==> config.mk <==
export PLATFORM = sky130hd
export DESIGN_NAME = file_inode_table_allocator
export DESIGN_NICKNAME = d
export VERILOG_FILES = /design/src/hdl/fita_pkg.sv /design/src/hdl/file_inode_table_allocator.sv /design/src/hdl/fita_table.sv
export SDC_FILE = /design/constraint.sdc
export NUM_CORES = 1
export LEC_CHECK = 0
export BUFFER_PORTS_ARGS = -buffer_cell sky130_fd_sc_hd__buf_2
export CORE_MARGIN = 2
export CORE_UTILIZATION = 60
export CTS_CLUSTER_SIZE = 25
export DETAILED_ROUTE_END_ITERATION = 10
export GPL_TIMING_DRIVEN = 0
export PLACE_DENSITY = 0.88
export SLEW_MARGIN = 20
export SYNTH_ARGS = -nofsm -noshare
export SYNTH_HDL_FRONTEND = slang
export SYNTH_SLANG_ARGS = --single-unit
==> constraint.sdc <==
create_clock -name i_clk -period 28.5 [get_ports i_clk]
set_input_delay 4.275 -clock i_clk [delete_from_list [all_inputs] [get_ports i_clk]]
set_output_delay 4.275 -clock i_clk [all_outputs]
set_load 0.03 [all_outputs]
==> src/hdl/fita_pkg.sv <==
// ----------------------------------------------------------------------------
// fita_pkg
// Shared constants, codes and types of the file entry / descriptor table.
// ----------------------------------------------------------------------------
package fita_pkg;

    localparam int ENTRIES    = 8;
    localparam int SLOTS      = 32;
    localparam int NAME_BYTES = 8;
    localparam int FIRST_SLOT = 3;   // descriptors 0..2 are reserved

    localparam int NAME_W     = 64;
    localparam int PERM_W     = 3;
    localparam int STATUS_W   = 3;
    localparam int DESC_W     = 5;
    localparam int FREE_W     = 4;

    localparam int ENT_IDX_W  = (ENTRIES > 1) ? $clog2(ENTRIES) : 1;
    localparam int SLOT_IDX_W = $clog2(SLOTS);

    localparam logic [NAME_W-1:0] NAME_MASK = (NAME_BYTES >= 8) ? {NAME_W{1'b1}} :
        ((64'd1 << (8 * NAME_BYTES)) - 64'd1);

    localparam logic [PERM_W-1:0] PERM_READ = 3'd1;
    localparam logic [PERM_W-1:0] PERM_BOTH = 3'd3;

    typedef enum logic {
        CMD_CREATE = 1'b0,
        CMD_UNLINK = 1'b1
    } t_cmd;

    typedef enum logic [STATUS_W-1:0] {
        ST_OK         = 3'd0,
        ST_INVALID    = 3'd1,
        ST_NO_ENTRIES = 3'd2,
        ST_EXISTS     = 3'd3,
        ST_NOT_FOUND  = 3'd4,
        ST_SLOTS_FULL = 3'd5
    } t_status;

    typedef struct packed {
        t_status             status;
        logic [DESC_W-1:0]   desc;
        logic [FREE_W-1:0]   free_cnt;
    } t_result;

endpackage

==> src/hdl/file_inode_table_allocator.sv <==
// ----------------------------------------------------------------------------
// file_inode_table_allocator
// Named file entry table with an open-descriptor table: create / unlink.
// ----------------------------------------------------------------------------
//
//  channel   | dir | fields (tdata low bit up)              | tuser
//  ----------+-----+----------------------------------------+-----------
//  s_axis    | in  | name_key[63:0], permission[2:0], pad   | cmd
//  m_axis    | out | status[2:0], descriptor[4:0],          | -
//            |     | free_entries[3:0], pad                 |
//
//  One item per cycle sustained while results drain. A request is held
//  in the input register, is decided there against the tables and
//  commits its table update on the edge that loads the result register.
//  The next request therefore always sees the previous one's effect.
//  Reset (sync, active low) empties both tables, sets the free count to
//  the entry count and drops both valid flags; no clearing pass needed.
//  A stalled result only holds the input register once it is also full.
//
module file_inode_table_allocator (
    input  logic        i_clk,
    input  logic        i_rst_n,
    input  logic        s_axis_tvalid,
    output logic        s_axis_tready,
    input  logic [71:0] s_axis_tdata,   // name_key[63:0], permission[66:64], zero pad
    input  logic        s_axis_tuser,   // cmd (0 create, 1 unlink)
    output logic        m_axis_tvalid,
    input  logic        m_axis_tready,
    output logic [15:0] m_axis_tdata    // status[2:0], descriptor[7:3], free_entries[11:8]
);

    // input register
    logic                          r_in_valid;
    fita_pkg::t_cmd                r_cmd;
    logic [fita_pkg::NAME_W-1:0]   r_key;
    logic [fita_pkg::PERM_W-1:0]   r_perm;

    // result register
    logic                          r_out_valid;
    fita_pkg::t_result             r_out;

    fita_pkg::t_result             res;
    logic                          advance;
    logic                          in_take;

    // request moves on when the result slot is free or being drained
    assign advance       = r_in_valid && (!r_out_valid || m_axis_tready);
    assign s_axis_tready = !r_in_valid || advance;
    assign in_take       = s_axis_tvalid && s_axis_tready;

    fita_table u_table (
        .i_clk    (i_clk),
        .i_rst_n  (i_rst_n),
        .i_commit (advance),
        .i_cmd    (r_cmd),
        .i_key    (r_key),
        .i_perm   (r_perm),
        .o_res    (res)
    );

    always_ff @(posedge i_clk) begin
        if (!i_rst_n) begin
            r_in_valid  <= 1'b0;
            r_out_valid <= 1'b0;
        end else begin
            if (in_take) begin
                r_in_valid <= 1'b1;
            end else if (advance) begin
                r_in_valid <= 1'b0;
            end
            if (advance) begin
                r_out_valid <= 1'b1;
            end else if (m_axis_tready) begin
                r_out_valid <= 1'b0;
            end
        end
    end

    always_ff @(posedge i_clk) begin
        if (in_take) begin
            r_cmd  <= fita_pkg::t_cmd'(s_axis_tuser);
            r_key  <= s_axis_tdata[63:0];
            r_perm <= s_axis_tdata[66:64];
        end
        if (advance) begin
            r_out <= res;
        end
    end

    assign m_axis_tvalid = r_out_valid;
    assign m_axis_tdata  = {4'b0000, r_out.free_cnt, r_out.desc, r_out.status};

    // failed requests never report a descriptor
    a_fail_no_desc: assert property (@(posedge i_clk) disable iff (!i_rst_n)
        (r_out_valid && (r_out.status != fita_pkg::ST_OK)) |-> (r_out.desc == '0))
        else $error("descriptor on failed request");

    // reserved descriptors 1 and 2 are never reported
    a_no_reserved: assert property (@(posedge i_clk) disable iff (!i_rst_n)
        r_out_valid |-> (r_out.desc != fita_pkg::DESC_W'(1) &&
                         r_out.desc != fita_pkg::DESC_W'(2)))
        else $error("reserved descriptor reported");

    // free count never exceeds the table size
    a_free_range: assert property (@(posedge i_clk) disable iff (!i_rst_n)
        r_out_valid |-> (r_out.free_cnt <= fita_pkg::FREE_W'(fita_pkg::ENTRIES)))
        else $error("free count out of range");

    // a result only appears in the cycle after a request advanced
    a_out_source: assert property (@(posedge i_clk) disable iff (!i_rst_n)
        $rose(r_out_valid) |-> $past(advance))
        else $error("result without request");

endmodule

==> src/hdl/fita_table.sv <==
// ----------------------------------------------------------------------------
// fita_table
// Entry and descriptor tables, one request decided per cycle and committed on i_commit.
// ----------------------------------------------------------------------------
module fita_table (
    input  logic                          i_clk,
    input  logic                          i_rst_n,
    input  logic                          i_commit,
    input  fita_pkg::t_cmd                i_cmd,
    input  logic [fita_pkg::NAME_W-1:0]   i_key,
    input  logic [fita_pkg::PERM_W-1:0]   i_perm,
    output fita_pkg::t_result             o_res
);

    localparam int EQ_W = 2 ** fita_pkg::ENT_IDX_W;

    logic [fita_pkg::NAME_W-1:0]     r_entry_name [fita_pkg::ENTRIES];
    logic [fita_pkg::ENTRIES-1:0]    r_entry_used;
    logic [fita_pkg::SLOTS-1:0]      r_slot_valid;
    logic [fita_pkg::ENT_IDX_W-1:0]  r_slot_entry [fita_pkg::SLOTS];
    logic [fita_pkg::FREE_W-1:0]     r_free_cnt;
    logic [fita_pkg::FREE_W-1:0]     n_free_cnt;

    logic [fita_pkg::NAME_W-1:0]     key;
    logic [EQ_W-1:0]                 eq;
    logic [fita_pkg::ENTRIES-1:0]    hit;
    logic                            found;
    logic                            fe_any;
    logic [fita_pkg::ENT_IDX_W-1:0]  fe_idx;
    logic                            fs_any;
    logic [fita_pkg::SLOT_IDX_W-1:0] fs_idx;
    logic                            ms_any;
    logic [fita_pkg::SLOT_IDX_W-1:0] ms_idx;
    logic                            perm_ok;
    logic                            do_create;
    logic                            do_unlink;
    fita_pkg::t_status               status;
    logic [fita_pkg::DESC_W-1:0]     desc;

    assign key = i_key & fita_pkg::NAME_MASK;

    // name compare on every entry; used bit applied separately
    always_comb begin
        eq = '0;
        for (int e = 0; e < fita_pkg::ENTRIES; e++) begin
            eq[e] = (r_entry_name[e] == key);
        end
    end

    assign hit   = r_entry_used & eq[fita_pkg::ENTRIES-1:0];
    assign found = |hit;

    // lowest unused entry
    always_comb begin
        fe_any = 1'b0;
        fe_idx = '0;
        for (int e = fita_pkg::ENTRIES - 1; e >= 0; e--) begin
            if (!r_entry_used[e]) begin
                fe_any = 1'b1;
                fe_idx = fita_pkg::ENT_IDX_W'(e);
            end
        end
    end

    // lowest free descriptor above the reserved ones
    always_comb begin
        fs_any = 1'b0;
        fs_idx = '0;
        for (int s = fita_pkg::SLOTS - 1; s >= fita_pkg::FIRST_SLOT; s--) begin
            if (!r_slot_valid[s]) begin
                fs_any = 1'b1;
                fs_idx = fita_pkg::SLOT_IDX_W'(s);
            end
        end
    end

    // lowest open descriptor whose entry carries the name
    always_comb begin
        ms_any = 1'b0;
        ms_idx = '0;
        for (int s = fita_pkg::SLOTS - 1; s >= 0; s--) begin
            if (r_slot_valid[s] && eq[r_slot_entry[s]]) begin
                ms_any = 1'b1;
                ms_idx = fita_pkg::SLOT_IDX_W'(s);
            end
        end
    end

    assign perm_ok = (i_perm >= fita_pkg::PERM_READ) && (i_perm <= fita_pkg::PERM_BOTH);

    always_comb begin
        status    = fita_pkg::ST_OK;
        desc      = '0;
        do_create = 1'b0;
        do_unlink = 1'b0;
        case (i_cmd)
            fita_pkg::CMD_CREATE: begin
                if (!perm_ok) begin
                    status = fita_pkg::ST_INVALID;
                end else if (r_free_cnt == '0) begin
                    status = fita_pkg::ST_NO_ENTRIES;
                end else if (found) begin
                    status = fita_pkg::ST_EXISTS;
                end else if (!fe_any) begin
                    status = fita_pkg::ST_NO_ENTRIES;
                end else if (!fs_any) begin
                    status = fita_pkg::ST_SLOTS_FULL;
                end else begin
                    do_create = 1'b1;
                    desc      = fita_pkg::DESC_W'(fs_idx);
                end
            end
            fita_pkg::CMD_UNLINK: begin
                if (!found) begin
                    status = fita_pkg::ST_NOT_FOUND;
                end else if (ms_any) begin
                    do_unlink = 1'b1;
                    desc      = fita_pkg::DESC_W'(ms_idx);
                end
            end
            default: begin
                status = fita_pkg::ST_INVALID;
            end
        endcase
    end

    always_comb begin
        n_free_cnt = r_free_cnt;
        if (do_create) begin
            n_free_cnt = r_free_cnt - 1'b1;
        end else if (do_unlink && (r_free_cnt < fita_pkg::FREE_W'(fita_pkg::ENTRIES))) begin
            n_free_cnt = r_free_cnt + 1'b1;
        end
    end

    assign o_res.status   = status;
    assign o_res.desc     = desc;
    assign o_res.free_cnt = n_free_cnt;

    always_ff @(posedge i_clk) begin
        if (!i_rst_n) begin
            r_entry_used <= '0;
            r_slot_valid <= '0;
            r_free_cnt   <= fita_pkg::FREE_W'(fita_pkg::ENTRIES);
        end else if (i_commit) begin
            r_free_cnt <= n_free_cnt;
            if (do_create) begin
                r_entry_used[fe_idx] <= 1'b1;
                r_slot_valid[fs_idx] <= 1'b1;
            end
            if (do_unlink) begin
                r_entry_used[r_slot_entry[ms_idx]] <= 1'b0;
                r_slot_valid[ms_idx]               <= 1'b0;
            end
        end
    end

    // names and bindings are only read behind a used / valid bit
    always_ff @(posedge i_clk) begin
        if (i_commit && do_create) begin
            r_entry_name[fe_idx] <= key;
            r_slot_entry[fs_idx] <= fe_idx;
        end
    end

endmodule
==> out/results.ini, run 1 <==
[run_status]
outcome = completed

[power]
p_total_mw = 2.31
power_switching_mw = 0.510
seqPwrFrac_pct = 52.3
ir_drop_mv = 0.0892
p_sw_share_pct = 22.1
p_int_mw = 1.80
power.density_nw_per_um2 = 59.0
p_comb_share_pct = 4.3
leakagePower_nw = 14.0
power_frac_clock_pct = 43.4

[die]
die_w_um = 244
coreArea_um2 = 57400
row_count = 88
initial_utilization_pct = 60.4
ioPinCount = 95
fp.dieH_um = 244
die_area_um2 = 59700

[setup_path]
timing.rr.start = r_key[20]
path_class = in -> out
crit_cells = 4
path_cells = buf_2 > nor2b_1 > nand2_1 > buf_2
crit_family = simple AND/OR/NAND/NOR gates
crit_top_cell = buf_2
crit_end = s_axis_tready
critPathCaptureType = output pin
crit_buf_inv = 2
slowest_delay_ns = 0.19
reg2reg_slack_ns = 20.25
critPathMaxFanout = 4
setup.worst_path.start = m_axis_tready
cp.arrival_ns = 4.85
worstReg2RegEnd = u_table.r_entry_used[4]
cp.required_ns = 24.23
start_kind = input pin
rr_worst_depth = 20
cp_slowest_cell = nor2b_1

[sta]
hold_viol = 0
relSlewSlack_pct = 15.0
rsz0062_at_grt = no
slew_viol_final = 0
finalSetupTns_ns = 0
finClkSkew_ns = 0.0299
setup_violations = 0
worst_pin_slew_ns = 1.26
fmax_mhz = 110
finalCritPeriodShare_pct = 32.0
fin_crit_ns = 9.13

[cts]
cts_setup_buffers = 0
cts_tree = built
cts_resized = 0
clkTransAtPathRegs_ns = 0.06
cts-root-buf = clkbuf_16
cts.path.max_buffers = 3
cts_hold_buf = 0
htree_levels = 3
numClockSinks = 734
cts_inserted_buffers = 75
worstSkewPairLatency_ns = 0.64

[synthesis]
syn_avg_cell_area_um2 = 13.9
netlist_instances = 2487
synthFlopType = edfxtp_1
yosys_warnings = 0
ys_ff_latch = 734
ys_seq_area_share_pct = 62.2
synthTopCellsByArea = edfxtp_1 60%, xor2_1 13%, dfxtp_1 2.7%
yosys.area.top_type = edfxtp_1
synthesis.area_um2 = 34700
synth_cell_types = 95
synth_edf_count = 688
synthArstFlopShare_pct = 0
synth_top_area_share_pct = 59.6

[placement]
gp_congestion = 1.05
dp_hpwl_um = 78200
port_buffers = 84

[global_routing]
gr-total-overflow = 0
antenna_found_initial = 5
grt_pass1_wl_um = 163000
grt_pass1_vias = 23294
track_usage_pct = 38.7
grt_max_degree = 56

[final_layout]
area_delta_synth_final_pct = 13.0
final_common_cell = edfxtp_1
final_cell_mix = 688 x edfxtp_1, 512 x xor2_1, 135 x nor4_1, 121 x buf_2
nNetsFinal = 2780
drive_gt1_share_pct = 17.9

[job]
drv_cap = 0

[drt]
ant_nets = 0
viasPerCell = 6.70
wl_um = 115000
drt_iter0_markers = 3700
drcViolationCount = 0
wl_per_cell_um = 32.5
vias = 23610
drt-pass1-iter-count = 6

[hold_path]
hold_path_class = reg -> reg

[flip-flops by register name (all words and copies together) (netlist names)]
signal                cells
u_table.r_slot_entry     96
u_table.r_entry_name    512
r_cmd                     1
m_axis_tdata             12
u_table.r_entry_used      8
r_perm                    3
u_table.r_free_cnt        4
r_in_valid                1
r_key                    64
u_table.r_slot_valid     32
m_axis_tvalid             1
[per-layer routing]
layer | up-vias | wire (um) | part of all wire (%) | track usage (%)
met5 | - | 12 | 0.010 | 0
met4 | 2 | 10400 | 9.1 | 30.3
met3 | 484 | 13300 | 12 | 9.34
met2 | 1938 | 52700 | 46 | 60.6
met1 | 11423 | 38200 | 33 | 46.3
li1 | 9763 | - | - | -
[worst min-delay path, stage by stage (launching register included)]
cell	delay [ns]
dfxtp_1	0.31
nand2_1	0.06
a21oi_1	0.04
[final cells by class]
cell class,instances,area [um^2]
Sequential cell,734,21600
Fill cell,3630,18200
Multi-Input combinational cell,1576,12100
Clock buffer,92,1990
Buffer,143,996
Tap cell,765,957
Timing Repair Buffer,125,931
Clock inverter,41,482
Inverter,46,173
Antenna cell,2,5.00
[cell families after synthesis]
group	share of synthesized area [%]
DFF	62.2
and+or+nand+nor	10.4
xor gates and xnor gates	13.0
AOI/OAI and AO/OA	5.92
buffers and inverters	3.37
muxes	4.97
adders and majority gates	0.0722
other	0.0108
[cell usage after synthesis (all sizes together), types with 10 or more instances]
master / count
and2: 16
and3: 10
nor4: 151
a31oi: 13
a21boi: 12
o221a: 29
inv: 45
nor3: 27
dfxtp: 46
buf: 109
nand4: 50
mux2: 52
nor2: 119
edfxtp: 688
mux2i: 77
a211oi: 11
a21oi: 46
nand3: 39
o22ai: 15
a221oi: 10
nor2b: 18
mux4: 16
nand2b: 28
clkbuf: 34
nor3b: 15
nand2: 112
xor2: 512
a221o: 14
o21ai: 43
[power by group through the flow]
stage	logic (mW)	clock network, mW	registers [mW]
2_1_floorplan	0.0572	0	1.22
3_3_place_gp	0.0897	0	1.23
3_5_place_dp	0.0945	0	1.23
4_1_cts	0.0972	1.00	1.21
5_1_grt	0.104	1.05	1.21
6_report	0.100	1.00	1.21
[how the worst min path moves through the flow]
stage | start | to | slack [ns] | depth (start not counted)
floorplan | u_table.r_slot_valid[2] | u_table.r_slot_valid[2] | 0.41 | 2
global placement | u_table.r_slot_valid[2] | u_table.r_slot_valid[2] | 0.42 | 2
detailed placement | u_table.r_slot_valid[2] | u_table.r_slot_valid[2] | 0.43 | 2
CTS | u_table.r_slot_valid[2] | u_table.r_slot_valid[2] | 0.44 | 2
global route | u_table.r_slot_valid[1] | u_table.r_slot_valid[1] | 0.48 | 2
finish | u_table.r_slot_valid[2] | u_table.r_slot_valid[2] | 0.44 | 2
[per-stage QoR]
| step | hold WS [ns] | setup slack (ns) | instances | util [%] | cell area (um^2) |
|---|---|---|---|---|---|
| floorplan | 0.407 | 16.88 | 2499 | - | 34700 |
| global placement | 0.420 | 11.75 | 3348 | 62.9 | 36100 |
| detailed placement | 0.427 | 19.37 | 3388 | 64.0 | 36700 |
| CTS | 0.436 | 19.37 | 3521 | 68.3 | 39200 |
| global route | 0.483 | 19.31 | 3522 | 68.3 | 39200 |
| finish | 0.443 | 19.37 | 3524 | 68.3 | 39200 |
(Power assumes the default switching activity.)
==> run 2: changes to the inputs <==
==> constraint.sdc (replaced) <==
create_clock -name i_clk -period 9.1 [get_ports i_clk]
set_input_delay 1.365 -clock i_clk [delete_from_list [all_inputs] [get_ports i_clk]]
set_output_delay 1.365 -clock i_clk [all_outputs]
set_load 0.03 [all_outputs]
==> run 2 against run 1 <==
  * Die area is the same
  * Via count grew 0.89%
  * Critical path depth grew 16
  * Sequential power grew to 3.1 times the previous value
  * Worst setup slack lost 19 ns
  * Utilization is essentially flat
  * Combinational power grew to 3.2 times the previous value
==> out/results.ini, run 2 (synthesized netlist as in run 1, its figures left out) <==
[run_status]
outcome = completed

[setup_path]
path_class = reg -> reg
crit_top_cell = buf_4
cp.required_ns = 9.60  ; -14.63 ns
crit_family = compound AO/OA/AOI/OAI gates
path_cells = buf_4 > xor2_1 > nor4_1 > nand4_1 > nor4_4 > buf_6 > buf_4 > mux2i_1 > o311ai_2 > o21ai_1 > a21o_1 > a221oi_2 > a41oi_2 > nor2_2 > buf_2 > a221oi_1 > a21boi_0 > a22oi_1 > a21oi_1 > a31oi_1
slowest_delay_ns = 0.93  ; +0.74 ns
critPathMaxFanout = 10  ; +6
critPathCaptureType = register
cp_slowest_cell = edfxtp_1
start_kind = register
cp.arrival_ns = 8.88  ; +4.03 ns
crit_buf_inv = 4  ; +2

[sta]
finalCritPeriodShare_pct = 92.0
worst_pin_slew_ns = 1.21  ; -0.0519 ns
fmax_mhz = 119
finalSetupTns_ns = 0  ; unchanged
fin_crit_ns = 8.38
finClkSkew_ns = 0.0462  ; +0.0163 ns
slew_viol_final = 0  ; unchanged
rsz0062_at_grt = no
hold_viol = 0  ; unchanged
hold_slack_ns = 0.438  ; -0.00535 ns
relSlewSlack_pct = 18.8  ; +3.8 points
setup_violations = 0  ; unchanged

[final_layout]
nNetsFinal = 2771  ; -0.32%
largest_register_ffs = 512  ; unchanged
fin_cells = 3516  ; -0.23%
final_cell_mix = 688 x edfxtp_1, 512 x xor2_1, 136 x nor4_1, 112 x nor2_1, 112 x nand2_1
drive_gt1_share_pct = 17.3  ; -0.54 points
top_regs = u_table.r_entry_name: 512 flops, u_table.r_slot_entry: 96 flops, r_key: 64 flops
final_common_cell = edfxtp_1
largest-register = u_table.r_entry_name
area_delta_synth_final_pct = 13.0  ; about the same

[power]
leakagePower_nw = 14.0  ; -0.31%
power_frac_clock_pct = 42.9  ; -0.5 points
power.density_nw_per_um2 = 183  ; +210%
p_comb_share_pct = 4.5  ; +0.2 points
p_sw_share_pct = 22.4  ; +0.30 points
p_total_mw = 7.19  ; +210%
seqPwrFrac_pct = 52.7  ; +0.4 points
ir_drop_mv = 0.252  ; +180%
power_switching_mw = 1.61  ; +210%
p_int_mw = 5.58  ; +210%

[placement]
place_inst = 3380  ; -0.24%
port_buffers = 84  ; unchanged
dp_hpwl_um = 78800  ; +0.79%
gp_congestion = 0.985  ; -6.3%

[die]
fp.dieH_um = 244  ; unchanged
die_w_um = 244  ; unchanged
row_count = 88  ; unchanged
ioPinCount = 95  ; unchanged
coreArea_um2 = 57400  ; unchanged
initial_utilization_pct = 60.4  ; unchanged
die_area_um2 = 59700  ; unchanged

[cts]
cts_inserted_buffers = 75  ; unchanged
cts.path.max_buffers = 3  ; unchanged
cts_setup_buffers = 0  ; unchanged
worstSkewPairLatency_ns = 0.66  ; +0.02 ns
clkTransAtPathRegs_ns = 0.06  ; about the same
cts_tree = built
cts-root-buf = clkbuf_16
htree_levels = 3  ; unchanged
numClockSinks = 734  ; unchanged
cts_hold_buf = 0  ; unchanged
cts_resized = 0  ; unchanged

[global_routing]
gr-total-overflow = 0  ; unchanged
grt_pass1_wl_um = 164000  ; +0.18%
track_usage_pct = 38.9  ; +0.24 points
antenna_found_initial = 4  ; -1
grt_pass1_vias = 23571  ; +1.2%
grt_max_degree = 41  ; -27%

[drt]
viasPerCell = 6.77  ; +1.1%
drt-pass1-iter-count = 5  ; -1
wl_um = 116000  ; +1.0%
drt_iter0_markers = 3348  ; -9.5%
vias = 23819  ; +0.89%
drcViolationCount = 0  ; unchanged
ant_nets = 0  ; unchanged
wl_per_cell_um = 32.9  ; +1.3%

[hold_path]
hold_path_class = reg -> reg

[job]
drv_cap = 0  ; unchanged

==> run 2: cell type report <==
cell class / count / area, um^2
tap: 765 / 957
sequential: 734 / 21600
clock buffer: 99 / 2040
antenna: 1 / 2.50
buffer: 143 / 996
clock inverter: 36 / 374
inverter: 46 / 173
timing repair buffer: 116 / 972
multi-input combinational: 1576 / 12100
fill: 3665 / 18200
==> run 2: final timing paths <==
| check | to | slack, ns | cells after the start | from |
|---|---|---|---|---|
| hold / removal | u_table.r_slot_valid[2] | 0.44 | 2 | u_table.r_slot_valid[2] |
| setup reg to reg | u_table.r_entry_used[5] | 0.72 | 20 | r_key[29] |
| setup / recovery | u_table.r_entry_used[5] | 0.72 | 20 | r_key[29] |
| hold reg to reg | u_table.r_slot_valid[2] | 0.44 | 2 | u_table.r_slot_valid[2] |
==> run 2: stage by stage <==
stage / utilization, % / area, um^2 / setup WS, ns
after global routing: 68.3 / 39200 / 0.832
after global placement: 62.9 / 36100 / -3.14
after floorplan: - / 34700 / 2.46
final: 68.3 / 39200 / 0.724
after CTS: 68.3 / 39200 / 1.22
after detailed placement: 64.1 / 36800 / 1.31
==> run 2: power groups by stage <==
stage / Sequential, mW / Combinational [mW] / Clock (mW)
floorplan: 3.82 / 0.179 / 0
global placement: 3.85 / 0.283 / 0
detailed placement: 3.85 / 0.299 / 0
CTS: 3.78 / 0.308 / 3.07
global route: 3.78 / 0.329 / 3.20
finish: 3.78 / 0.320 / 3.08
==> run 2: worst reg2reg max path, cell delays in order (launching register included) <==
cell	delay, ns
edfxtp_1	0.93
buf_4	0.44
xor2_1	0.11
nor4_1	0.80
nand4_1	0.37
nor4_4	0.81
buf_6	0.31
buf_4	0.27
mux2i_1	0.15
o311ai_2	0.58
o21ai_1	0.16
a21o_1	0.24
a221oi_2	0.33
a41oi_2	0.25
nor2_2	0.47
buf_2	0.42
a221oi_1	0.21
a21boi_0	0.62
a22oi_1	0.23
a21oi_1	0.39
a31oi_1	0.14
==> run 2: metal layers <==
metal  track usage (%)  part of all wire, %  vias to the layer above
li1                  -                    -                     9753
met1              46.3                   33                    11584
met2              60.8                   45                     1952
met3              9.42                   11                      526
met4              31.6                  9.8                        4
met5                 0                0.023                        -
